--- src/fpfa_pkg.sv ---
`default_nettype none

package fpfa_pkg;

  localparam int DEF_NUM_PARTITIONS = 16;
  localparam int DEF_SIZE_BITS      = 16;

  localparam int CMD_W    = 2;
  localparam int INDEX_W  = 4;
  localparam int KB_W     = 16;
  localparam int PID_W    = 8;
  localparam int STATUS_W = 2;
  localparam int ACTIVE_W = 5;
  localparam int CFG_IDX_W = 1;

  localparam logic [CMD_W-1:0] CMD_LOAD  = 2'd0;
  localparam logic [CMD_W-1:0] CMD_ALLOC = 2'd1;
  localparam logic [CMD_W-1:0] CMD_QUERY = 2'd2;

  localparam logic [STATUS_W-1:0] STAT_OK    = 2'd0;
  localparam logic [STATUS_W-1:0] STAT_NOFIT = 2'd1;
  localparam logic [STATUS_W-1:0] STAT_RANGE = 2'd2;

  localparam logic [CFG_IDX_W-1:0] REG_FIT_MODE = 1'd0;
  localparam logic [CFG_IDX_W-1:0] REG_ACTIVE   = 1'd1;

  typedef struct packed {
    logic                fit_mode;
    logic [ACTIVE_W-1:0] active;
  } cfg_t;

  typedef struct packed {
    logic [STATUS_W-1:0] status;
    logic [INDEX_W-1:0]  granted_index;
    logic [KB_W-1:0]     leftover_kb;
    logic [KB_W-1:0]     stored_size_kb;
    logic                is_busy;
    logic [PID_W-1:0]    owner_id;
  } result_t;

endpackage

`default_nettype wire

--- src/fixed_partition_fit_allocator_top.sv ---
`default_nettype none

// Fixed-partition allocator with first-fit and worst-fit search over a table of
// partitions held in a single-port-read RAM. A command is taken when start is high
// and busy is low; its result appears on the result ports for exactly one cycle with
// done_o high and must be captured then, as the block cannot be stalled. Loads,
// unused commands, out-of-range accesses and allocations with no usable partition
// deliver their result in the cycle after acceptance and never raise busy. A query
// passes through ST_QUERY, where the registered RAM read data forms its result. An
// allocation scans in ST_SCAN, reading one table entry per cycle through the single
// RAM read port, and then commits the granted entry, if any, in ST_COMMIT. Entries
// are cleared at reset by per-entry valid flags, so there is no clearing pass.
module fixed_partition_fit_allocator_top #(
  parameter int NUM_PARTITIONS = fpfa_pkg::DEF_NUM_PARTITIONS,
  parameter int SIZE_BITS      = fpfa_pkg::DEF_SIZE_BITS
) (
  input  wire logic                            clk_i,
  input  wire logic                            rst_ni,
  input  wire logic                            cfg_valid_i,
  output logic                                 cfg_ready_o,
  input  wire logic [fpfa_pkg::CFG_IDX_W-1:0]  cfg_index_i,
  input  wire logic [fpfa_pkg::ACTIVE_W-1:0]   cfg_data_i,
  input  wire logic                            start,
  output logic                                 busy,
  input  wire logic [fpfa_pkg::CMD_W-1:0]      command_i,
  input  wire logic [fpfa_pkg::INDEX_W-1:0]    part_index_i,
  input  wire logic [fpfa_pkg::KB_W-1:0]       size_kb_i,
  input  wire logic [fpfa_pkg::PID_W-1:0]      process_id_i,
  output logic                                 done_o,
  output logic [fpfa_pkg::STATUS_W-1:0]        status_o,
  output logic [fpfa_pkg::INDEX_W-1:0]         granted_index_o,
  output logic [fpfa_pkg::KB_W-1:0]            leftover_kb_o,
  output logic [fpfa_pkg::KB_W-1:0]            stored_size_kb_o,
  output logic                                 is_busy_o,
  output logic [fpfa_pkg::PID_W-1:0]           owner_id_o
);

  localparam int IDX_W   = (NUM_PARTITIONS > 1) ? $clog2(NUM_PARTITIONS) : 1;
  localparam int ENTRY_W = SIZE_BITS + fpfa_pkg::PID_W + 1;

  logic                            fit_mode_q;
  logic [fpfa_pkg::ACTIVE_W-1:0]   active_q;
  fpfa_pkg::cfg_t                  cfg;
  fpfa_pkg::result_t               result;
  logic                            ram_we;
  logic [IDX_W-1:0]                ram_waddr;
  logic [ENTRY_W-1:0]              ram_wdata;
  logic [IDX_W-1:0]                ram_raddr;
  logic [ENTRY_W-1:0]              ram_rdata;

  assign cfg_ready_o = 1'b1;

  always_ff @(posedge clk_i or negedge rst_ni) begin
    if (!rst_ni) begin
      fit_mode_q <= 1'b0;
      active_q   <= fpfa_pkg::ACTIVE_W'(12);
    end else if (cfg_valid_i) begin
      case (cfg_index_i)
        fpfa_pkg::REG_FIT_MODE: fit_mode_q <= cfg_data_i[0];
        fpfa_pkg::REG_ACTIVE:   active_q   <= cfg_data_i;
        default: begin
        end
      endcase
    end
  end

  assign cfg.fit_mode = fit_mode_q;
  assign cfg.active   = active_q;

  fpfa_ctrl #(
    .NUM_PARTITIONS(NUM_PARTITIONS),
    .SIZE_BITS     (SIZE_BITS)
  ) u_ctrl (
    .clk_i        (clk_i),
    .rst_ni       (rst_ni),
    .cfg_i        (cfg),
    .start_i      (start),
    .command_i    (command_i),
    .part_index_i (part_index_i),
    .size_kb_i    (size_kb_i),
    .process_id_i (process_id_i),
    .busy_o       (busy),
    .done_o       (done_o),
    .result_o     (result),
    .ram_we_o     (ram_we),
    .ram_waddr_o  (ram_waddr),
    .ram_wdata_o  (ram_wdata),
    .ram_raddr_o  (ram_raddr),
    .ram_rdata_i  (ram_rdata)
  );

  fpfa_ram #(
    .WIDTH(ENTRY_W),
    .DEPTH(NUM_PARTITIONS)
  ) u_table (
    .clk_i   (clk_i),
    .we_i    (ram_we),
    .waddr_i (ram_waddr),
    .wdata_i (ram_wdata),
    .raddr_i (ram_raddr),
    .rdata_o (ram_rdata)
  );

  assign status_o         = result.status;
  assign granted_index_o  = result.granted_index;
  assign leftover_kb_o    = result.leftover_kb;
  assign stored_size_kb_o = result.stored_size_kb;
  assign is_busy_o        = result.is_busy;
  assign owner_id_o       = result.owner_id;

endmodule

`default_nettype wire

--- src/fpfa_ram.sv ---
`default_nettype none

module fpfa_ram #(
  parameter int WIDTH = 8,
  parameter int DEPTH = 16
) (
  input  wire logic                                  clk_i,
  input  wire logic                                  we_i,
  input  wire logic [(DEPTH > 1 ? $clog2(DEPTH) : 1)-1:0] waddr_i,
  input  wire logic [WIDTH-1:0]                      wdata_i,
  input  wire logic [(DEPTH > 1 ? $clog2(DEPTH) : 1)-1:0] raddr_i,
  output logic [WIDTH-1:0]                           rdata_o
);

  logic [WIDTH-1:0] mem_q [DEPTH];

  always_ff @(posedge clk_i) begin
    if (we_i) begin
      mem_q[waddr_i] <= wdata_i;
    end
    rdata_o <= mem_q[raddr_i];
  end

endmodule

`default_nettype wire

--- src/fpfa_ctrl.sv ---
`default_nettype none

module fpfa_ctrl #(
  parameter int NUM_PARTITIONS = fpfa_pkg::DEF_NUM_PARTITIONS,
  parameter int SIZE_BITS      = fpfa_pkg::DEF_SIZE_BITS,
  localparam int IDX_W   = (NUM_PARTITIONS > 1) ? $clog2(NUM_PARTITIONS) : 1,
  localparam int ENTRY_W = SIZE_BITS + fpfa_pkg::PID_W + 1
) (
  input  wire logic                          clk_i,
  input  wire logic                          rst_ni,
  input  wire fpfa_pkg::cfg_t                cfg_i,
  input  wire logic                          start_i,
  input  wire logic [fpfa_pkg::CMD_W-1:0]    command_i,
  input  wire logic [fpfa_pkg::INDEX_W-1:0]  part_index_i,
  input  wire logic [fpfa_pkg::KB_W-1:0]     size_kb_i,
  input  wire logic [fpfa_pkg::PID_W-1:0]    process_id_i,
  output logic                               busy_o,
  output logic                               done_o,
  output fpfa_pkg::result_t                  result_o,
  output logic                               ram_we_o,
  output logic [IDX_W-1:0]                   ram_waddr_o,
  output logic [ENTRY_W-1:0]                 ram_wdata_o,
  output logic [IDX_W-1:0]                   ram_raddr_o,
  input  wire logic [ENTRY_W-1:0]            ram_rdata_i
);

  localparam int CNT_W0 = $clog2(NUM_PARTITIONS + 1);
  localparam int CNT_W  = (CNT_W0 > fpfa_pkg::ACTIVE_W) ? CNT_W0 : fpfa_pkg::ACTIVE_W;
  localparam logic [CNT_W-1:0] NUM_P = CNT_W'(NUM_PARTITIONS);

  typedef enum logic [1:0] {
    ST_IDLE,
    ST_QUERY,
    ST_SCAN,
    ST_COMMIT
  } state_e;

  state_e                         state_q, state_d;
  logic [NUM_PARTITIONS-1:0]      valid_q, valid_d;
  logic                           valid_rd_q;
  logic [fpfa_pkg::INDEX_W-1:0]   idx_q, idx_d;
  logic [SIZE_BITS-1:0]           req_q, req_d;
  logic [fpfa_pkg::PID_W-1:0]     pid_q, pid_d;
  logic [CNT_W-1:0]               n_q, n_d;
  logic [IDX_W-1:0]               chk_q, chk_d;
  logic                           found_q, found_d;
  logic [IDX_W-1:0]               pick_q, pick_d;
  logic [SIZE_BITS-1:0]           best_q, best_d;
  logic [SIZE_BITS-1:0]           pick_size_q, pick_size_d;
  logic                           done_q, done_d;
  fpfa_pkg::result_t              res_q, res_d;

  logic [CNT_W-1:0]               active_ext;
  logic [CNT_W-1:0]               n_now;
  logic                           in_range;
  logic [SIZE_BITS-1:0]           req_now;
  logic [ENTRY_W-1:0]             entry;
  logic [SIZE_BITS-1:0]           e_size;
  logic [fpfa_pkg::PID_W-1:0]     e_owner;
  logic                           e_busy;
  logic                           fits;
  logic [SIZE_BITS-1:0]           left;
  logic                           last;
  logic [SIZE_BITS-1:0]           new_size;

  assign active_ext = CNT_W'(cfg_i.active);
  assign n_now      = (active_ext > NUM_P) ? NUM_P : active_ext;
  assign in_range   = CNT_W'(part_index_i) < n_now;
  assign req_now    = SIZE_BITS'(size_kb_i);

  assign entry   = valid_rd_q ? ram_rdata_i : '0;
  assign e_size  = entry[SIZE_BITS-1:0];
  assign e_owner = entry[SIZE_BITS+fpfa_pkg::PID_W-1:SIZE_BITS];
  assign e_busy  = entry[ENTRY_W-1];
  assign fits    = !e_busy && (e_size >= req_q);
  assign left    = e_size - req_q;
  assign last    = (CNT_W'(chk_q) + CNT_W'(1)) == n_q;
  assign new_size = cfg_i.fit_mode ? best_q : pick_size_q;

  always_comb begin
    state_d     = state_q;
    valid_d     = valid_q;
    idx_d       = idx_q;
    req_d       = req_q;
    pid_d       = pid_q;
    n_d         = n_q;
    chk_d       = chk_q;
    found_d     = found_q;
    pick_d      = pick_q;
    best_d      = best_q;
    pick_size_d = pick_size_q;
    done_d      = 1'b0;
    res_d       = res_q;
    ram_we_o    = 1'b0;
    ram_waddr_o = pick_q;
    ram_wdata_o = '0;
    ram_raddr_o = chk_q;

    case (state_q)
      ST_IDLE: begin
        if (start_i) begin
          idx_d   = part_index_i;
          req_d   = req_now;
          pid_d   = process_id_i;
          n_d     = n_now;
          chk_d   = '0;
          found_d = 1'b0;
          best_d  = '0;
          res_d   = '0;
          case (command_i)
            fpfa_pkg::CMD_LOAD: begin
              done_d = 1'b1;
              res_d.granted_index = part_index_i;
              if (in_range) begin
                ram_we_o    = 1'b1;
                ram_waddr_o = IDX_W'(part_index_i);
                ram_wdata_o = {1'b0, {fpfa_pkg::PID_W{1'b0}}, req_now};
                valid_d[IDX_W'(part_index_i)] = 1'b1;
                res_d.status         = fpfa_pkg::STAT_OK;
                res_d.stored_size_kb = fpfa_pkg::KB_W'(req_now);
              end else begin
                res_d.status = fpfa_pkg::STAT_RANGE;
              end
            end
            fpfa_pkg::CMD_QUERY: begin
              if (in_range) begin
                ram_raddr_o = IDX_W'(part_index_i);
                state_d     = ST_QUERY;
              end else begin
                done_d              = 1'b1;
                res_d.status        = fpfa_pkg::STAT_RANGE;
                res_d.granted_index = part_index_i;
              end
            end
            fpfa_pkg::CMD_ALLOC: begin
              if (n_now == '0) begin
                done_d       = 1'b1;
                res_d.status = fpfa_pkg::STAT_NOFIT;
              end else begin
                ram_raddr_o = '0;
                state_d     = ST_SCAN;
              end
            end
            default: begin
              done_d = 1'b1;
            end
          endcase
        end
      end
      ST_QUERY: begin
        done_d               = 1'b1;
        res_d.status         = fpfa_pkg::STAT_OK;
        res_d.granted_index  = idx_q;
        res_d.leftover_kb    = '0;
        res_d.stored_size_kb = fpfa_pkg::KB_W'(e_size);
        res_d.is_busy        = e_busy;
        res_d.owner_id       = e_owner;
        state_d              = ST_IDLE;
      end
      ST_SCAN: begin
        ram_raddr_o = chk_q + IDX_W'(1);
        if (fits && (!found_q || (cfg_i.fit_mode && (left > best_q)))) begin
          found_d     = 1'b1;
          pick_d      = chk_q;
          best_d      = left;
          pick_size_d = e_size;
        end
        if (last) begin
          state_d = ST_COMMIT;
        end else begin
          chk_d = chk_q + IDX_W'(1);
        end
      end
      ST_COMMIT: begin
        done_d  = 1'b1;
        state_d = ST_IDLE;
        res_d   = '0;
        if (found_q) begin
          ram_we_o    = 1'b1;
          ram_waddr_o = pick_q;
          ram_wdata_o = {1'b1, pid_q, new_size};
          valid_d[pick_q] = 1'b1;
          res_d.status         = fpfa_pkg::STAT_OK;
          res_d.granted_index  = fpfa_pkg::INDEX_W'(pick_q);
          res_d.leftover_kb    = fpfa_pkg::KB_W'(best_q);
          res_d.stored_size_kb = fpfa_pkg::KB_W'(new_size);
          res_d.is_busy        = 1'b1;
          res_d.owner_id       = pid_q;
        end else begin
          res_d.status = fpfa_pkg::STAT_NOFIT;
        end
      end
      default: begin
        state_d = ST_IDLE;
      end
    endcase
  end

  always_ff @(posedge clk_i or negedge rst_ni) begin
    if (!rst_ni) begin
      state_q     <= ST_IDLE;
      valid_q     <= '0;
      valid_rd_q  <= 1'b0;
      idx_q       <= '0;
      req_q       <= '0;
      pid_q       <= '0;
      n_q         <= '0;
      chk_q       <= '0;
      found_q     <= 1'b0;
      pick_q      <= '0;
      best_q      <= '0;
      pick_size_q <= '0;
      done_q      <= 1'b0;
      res_q       <= '0;
    end else begin
      state_q     <= state_d;
      valid_q     <= valid_d;
      valid_rd_q  <= valid_q[ram_raddr_o];
      idx_q       <= idx_d;
      req_q       <= req_d;
      pid_q       <= pid_d;
      n_q         <= n_d;
      chk_q       <= chk_d;
      found_q     <= found_d;
      pick_q      <= pick_d;
      best_q      <= best_d;
      pick_size_q <= pick_size_d;
      done_q      <= done_d;
      res_q       <= res_d;
    end
  end

  assign busy_o   = (state_q != ST_IDLE);
  assign done_o   = done_q;
  assign result_o = res_q;

`ifndef ASSERT_OFF
  a_write_only_idle_or_commit: assert property (@(posedge clk_i) disable iff (!rst_ni)
    ram_we_o |-> (state_q == ST_IDLE || state_q == ST_COMMIT))
    else $error("Partition table written outside a load or a commit.");

  a_scan_within_count: assert property (@(posedge clk_i) disable iff (!rst_ni)
    (state_q == ST_SCAN) |-> (CNT_W'(chk_q) < n_q))
    else $error("Scan pointer beyond the usable partitions.");

  a_commit_ends: assert property (@(posedge clk_i) disable iff (!rst_ni)
    (state_q == ST_COMMIT) |=> (state_q == ST_IDLE && done_q))
    else $error("Commit did not deliver a result.");

  a_leftover_fits: assert property (@(posedge clk_i) disable iff (!rst_ni)
    (state_q == ST_COMMIT && found_q) |-> (best_q <= pick_size_q))
    else $error("Leftover larger than the chosen partition.");
`endif

endmodule

`default_nettype wire

--- config.mk ---
export PLATFORM = sky130hd
export DESIGN_NAME = fixed_partition_fit_allocator_top
export DESIGN_NICKNAME = d
export VERILOG_FILES = /design/src/fpfa_pkg.sv /design/src/fixed_partition_fit_allocator_top.sv /design/src/fpfa_ram.sv /design/src/fpfa_ctrl.sv
export SDC_FILE = /design/constraint.sdc
export NUM_CORES = 1
export LEC_CHECK = 0
export BUFFER_PORTS_ARGS = -buffer_cell sky130_fd_sc_hd__buf_2
export CAP_MARGIN = 25
export CELL_PAD_IN_SITES_DETAIL_PLACEMENT = 1
export CELL_PAD_IN_SITES_GLOBAL_PLACEMENT = 1
export CORE_MARGIN = 4
export CORE_UTILIZATION = 45
export DETAILED_ROUTE_END_ITERATION = 12
export PLACE_DENSITY = 0.77
export SKIP_LAST_GASP = 1
export SYNTH_ARGS = -nofsm -noshare
export SYNTH_HDL_FRONTEND = slang
export SYNTH_HIERARCHICAL = 1
export SYNTH_SLANG_ARGS = --single-unit
--- constraint.sdc ---
create_clock -name clk_i -period 5.1 [get_ports clk_i]
set_input_delay 1.02 -clock clk_i [delete_from_list [all_inputs] [get_ports clk_i]]
set_output_delay 1.02 -clock clk_i [all_outputs]
set_load 0.01 [all_outputs]
==> run metrics <==
RePlAce Congestion=around 0.84; EDFF count, synth=400; initial drt markers=between 1,000 and 1,500; drt pass-1 iters=5; wire per inst=about 26 um; Worst-Margin Slew=between 1 and 1.5 ns; crit path DAT=between 5 and 6 ns; syn_nets=roughly 1,600; Async S/R FF share, synth=about a quarter; vias in the first global route=between 15,000 and 20,000; initial antenna violation count=2; pin count of the biggest net entering global routing=about 110; core box area=between 50,000 and 60,000 um2; final std cells w/o fill=roughly 2,400; warnings from Yosys=6; Worst Setup SP=u_ctrl/valid_rd_q; area growth from synthesis to layout=15.1%; Initial Utilization=45.6%; CTS tree=done; total track usage=between 20% and 30%; PwrDens=roughly 600 nW/um2; Worst VDD drop=around 0.00040 V; Slew Limit Fails=0; GRT overflow=0; crit share post-route=95.0%; Avg Inst Size Synth=15.5 um2; CP endpoint kind=register; flip-flop and latch count after synthesis=between 500 and 600; row count=84; CTS root buf=clkbuf_16; # placed instances=between 2,000 and 2,500; die width=around 240 um; Max clock buf depth=3; RSZ-0062 raised after global routing=no; Worst-Skew Late Latency=0.63 ns; status=finished clean; Die H=239 um; P_leak=slightly above 0.01 uW; Routed Antenna Nets=0; CP Launch Type=register; sequential area share after synthesis=67.3%; synthesized cell area=around 24,000 um2; count of cell types in the netlist=a little under 70; Via density=roughly 6.0; TritonCTS buffer count=56; drt drc=0; crit path kind=register to register; Total Routed Length=between 60 and 70 mm; Detailed Place HPWL=roughly 38 mm; # setup viols final=0; Clk pin slew, worst setup/hold paths=approximately 0.060 ns; I/O Buffers=between 80 and 90; Worst Path Max Fanout=19; setup TNS=0 ns; worst min-delay path class=primary input to asynchronous set/reset pin; maxcap violations=0; Die ar.=approximately 57,000 um2; layout cells sized above 1=25.4%; first-pass GRT wire length=about 97 mm; total number of vias=~14,000; max_slew headroom=between 20% and 30%; FF-to-FF path depth=19; r2r startpoint=u_ctrl/valid_rd_q; CP required=about 5.6 ns; clk_skew=~0.015 ns; Peak Freq=around 210 MHz; min Tclk post-route=about 4.8 ns; clk sinks=approximately 570; I/O pin cnt=90; NumNets Final=~1,800; worst reg2reg setup slack=~0.25 ns; final hold vios=0; ys flop type=edfxtp_1; cells after synthesis=1,550; CTS H-tree lvls=2
## synth_stat cells (3+ instances only)
library cell	count	area [um2]
mux2_2	50	563
o21a_1	7	52.6
o22ai_1	17	106
a21o_1	21	158
a221oi_1	16	140
buf_6	7	78.8
dfrtp_1	145	3630
o21ai_0	69	345
mux4_2	100	2250
nand2_1	127	477
inv_1	46	173
o31ai_1	16	120
a22oi_1	58	435
mux2i_1	33	330
a211oi_1	3	22.5
edfxtp_1	400	12000
a21oi_1	54	270
clkbuf_1	54	203
dfxtp_1	25	500
nand4_1	7	43.8
xor2_1	7	61.3
a222oi_1	4	40.0
nand3_1	16	80.1
nand2b_1	10	62.6
buf_2	7	35.0
ha_1	45	563
buf_4	7	52.6
mux2_4	6	90.1
nor3_1	11	55.1
nor2_1	77	289
nor2b_1	4	25.0
o211ai_1	5	37.5
nor4_1	3	18.8
buf_1	11	41.3
nand3b_1	5	37.5
and2_1	26	163
xnor2_1	11	96.3
and3_1	4	25.0
## layout make-up
cell class,count,area (um2)
timing repair buffer,145,1020
inverter,46,178
clock inverter,40,513
antenna,1,2.50
sequential,572,16200
tap,688,861
clock buffer,66,1510
fill,5009,25100
multi-input combinational,846,7410
## critical path, cell delays in order (launching register included)
cell	delay [ns]
dfrtp_2	0.44
buf_4	0.19
and2_1	0.17
ha_1	0.41
o21a_1	0.17
o211ai_1	0.08
o21ai_1	0.28
a41o_1	0.28
nor2_1	0.07
xnor2_1	0.25
ha_1	0.30
a211oi_1	0.24
nor2_1	0.09
or4b_4	0.52
o31ai_4	0.22
nor2_1	0.10
a21oi_2	0.19
or2_1	0.17
buf_12	0.18
mux2_2	0.36
## power by group
group / switching, uW / internal, uW / total [uW] / leakage (uW)
Sequential: 329 / 5540 / 5870 / 0.00582
Clock: 1820 / 2690 / 4510 / 0.000993
Combinational: 3330 / 2560 / 5880 / 0.00347
Total: 5480 / 10800 / 16300 / 0.0103
## registers in the layout, summed over array words and instances, names as in the netlist
name                count
u_ctrl/pid_q            8
active_q                5
u_ctrl/done_o           1
fit_mode_q              1
u_ctrl/idx_q            4
u_ctrl/chk_q            4
u_table/mem_q         400
u_table/rdata_o        25
u_ctrl/req_q           16
u_ctrl/state_q          2
u_ctrl/valid_rd_q       1
u_ctrl/n_q              5
u_ctrl/valid_q         16
u_ctrl/pick_q           4
u_ctrl/pick_size_q     16
u_ctrl/found_q          1
u_ctrl/result_o        47
u_ctrl/best_q          16
## cell families (layout without fill, tap and decap cells)
family | count (synthesis) | count (layout) | share of synthesized area [%]
other | 1 | 2 | 0.0156
adders and majority gates | 46 | 46 | 2.42
buffers and inverters | 132 | 297 | 2.42
AOI/OAI and AO/OA | 291 | 291 | 8.02
DFF | 572 | 572 | 67.3
xor gates and xnor gates | 18 | 18 | 0.656
muxes | 189 | 189 | 13.5
and+or+nand+nor | 301 | 301 | 5.66
## worst paths after layout
| kind | end |
|---|---|
| setup / recovery | u_ctrl/best_q[5] |
| hold / removal | u_ctrl/result_o[42] |
| setup reg to reg | u_ctrl/best_q[5] |
| hold reg to reg | u_ctrl/valid_q[0] |
| max in group asynchronous | u_ctrl/pid_q[7] |
| min in group clk_i | u_ctrl/valid_q[0] |
## cells in the final DEF, fill, tap and decap left out, types with 21 or more instances in the layout
| cell type | Yosys | final |
|---|---|---|
| a22oi_1 | 58 | 58 |
| nand2_1 | 127 | 127 |
| mux4_2 | 100 | 100 |
| edfxtp_1 | 400 | 400 |
| inv_1 | 46 | 45 |
| clkbuf_16 | 0 | 57 |
| ha_1 | 45 | 45 |
| mux2_2 | 50 | 50 |
| o21ai_0 | 69 | 67 |
| dfxtp_1 | 25 | 25 |
| nor2_1 | 77 | 63 |
| a21o_1 | 21 | 21 |
| a21oi_1 | 54 | 53 |
| dfrtp_1 | 145 | 144 |
| mux2i_1 | 33 | 33 |
| buf_2 | 7 | 87 |
| and2_1 | 26 | 25 |
| buf_4 | 7 | 43 |
## per-layer routing
metal / track usage [%] / vias up / wire, um
li1: - / 6201 / -
met1: 30.6 / 7635 / 25900
met2: 37.2 / 542 / 31500
met3: 3.36 / 117 / 4110
met4: 6.28 / 2 / 1670
met5: 0 / - / 19
## through the flow
| step | instance area, um2 | util (%) | worst slack, ns | hold slack, ns | power, uW |
|---|---|---|---|---|---|
| after CTS | 27600 | 52.2 | 0.0501 | 0.441 | 16300 |
| after global placement | 25500 | 48.4 | 0.253 | 0.437 | 11500 |
| final | 27700 | 52.5 | 0.255 | 0.422 | 16300 |
| after global routing | 27700 | 52.5 | 0.00442 | 0.468 | 17200 |
| after floorplan | 24100 | - | 0.144 | 0.427 | 10100 |
| after detailed placement | 25500 | 48.4 | 0.0454 | 0.447 | 11700 |
## repair_timing
| item | CTS | global route |
|---|---|---|
| gates resized for setup | 1 | 11 |
| buffers inserted | 0 | 1 |
| setup endpoints to repair | 1 | 37 |
| hold buffers | 0 | 0 |
| pin swaps | 0 | 1 |
Note: power is estimated with default switching activity, not from simulation.
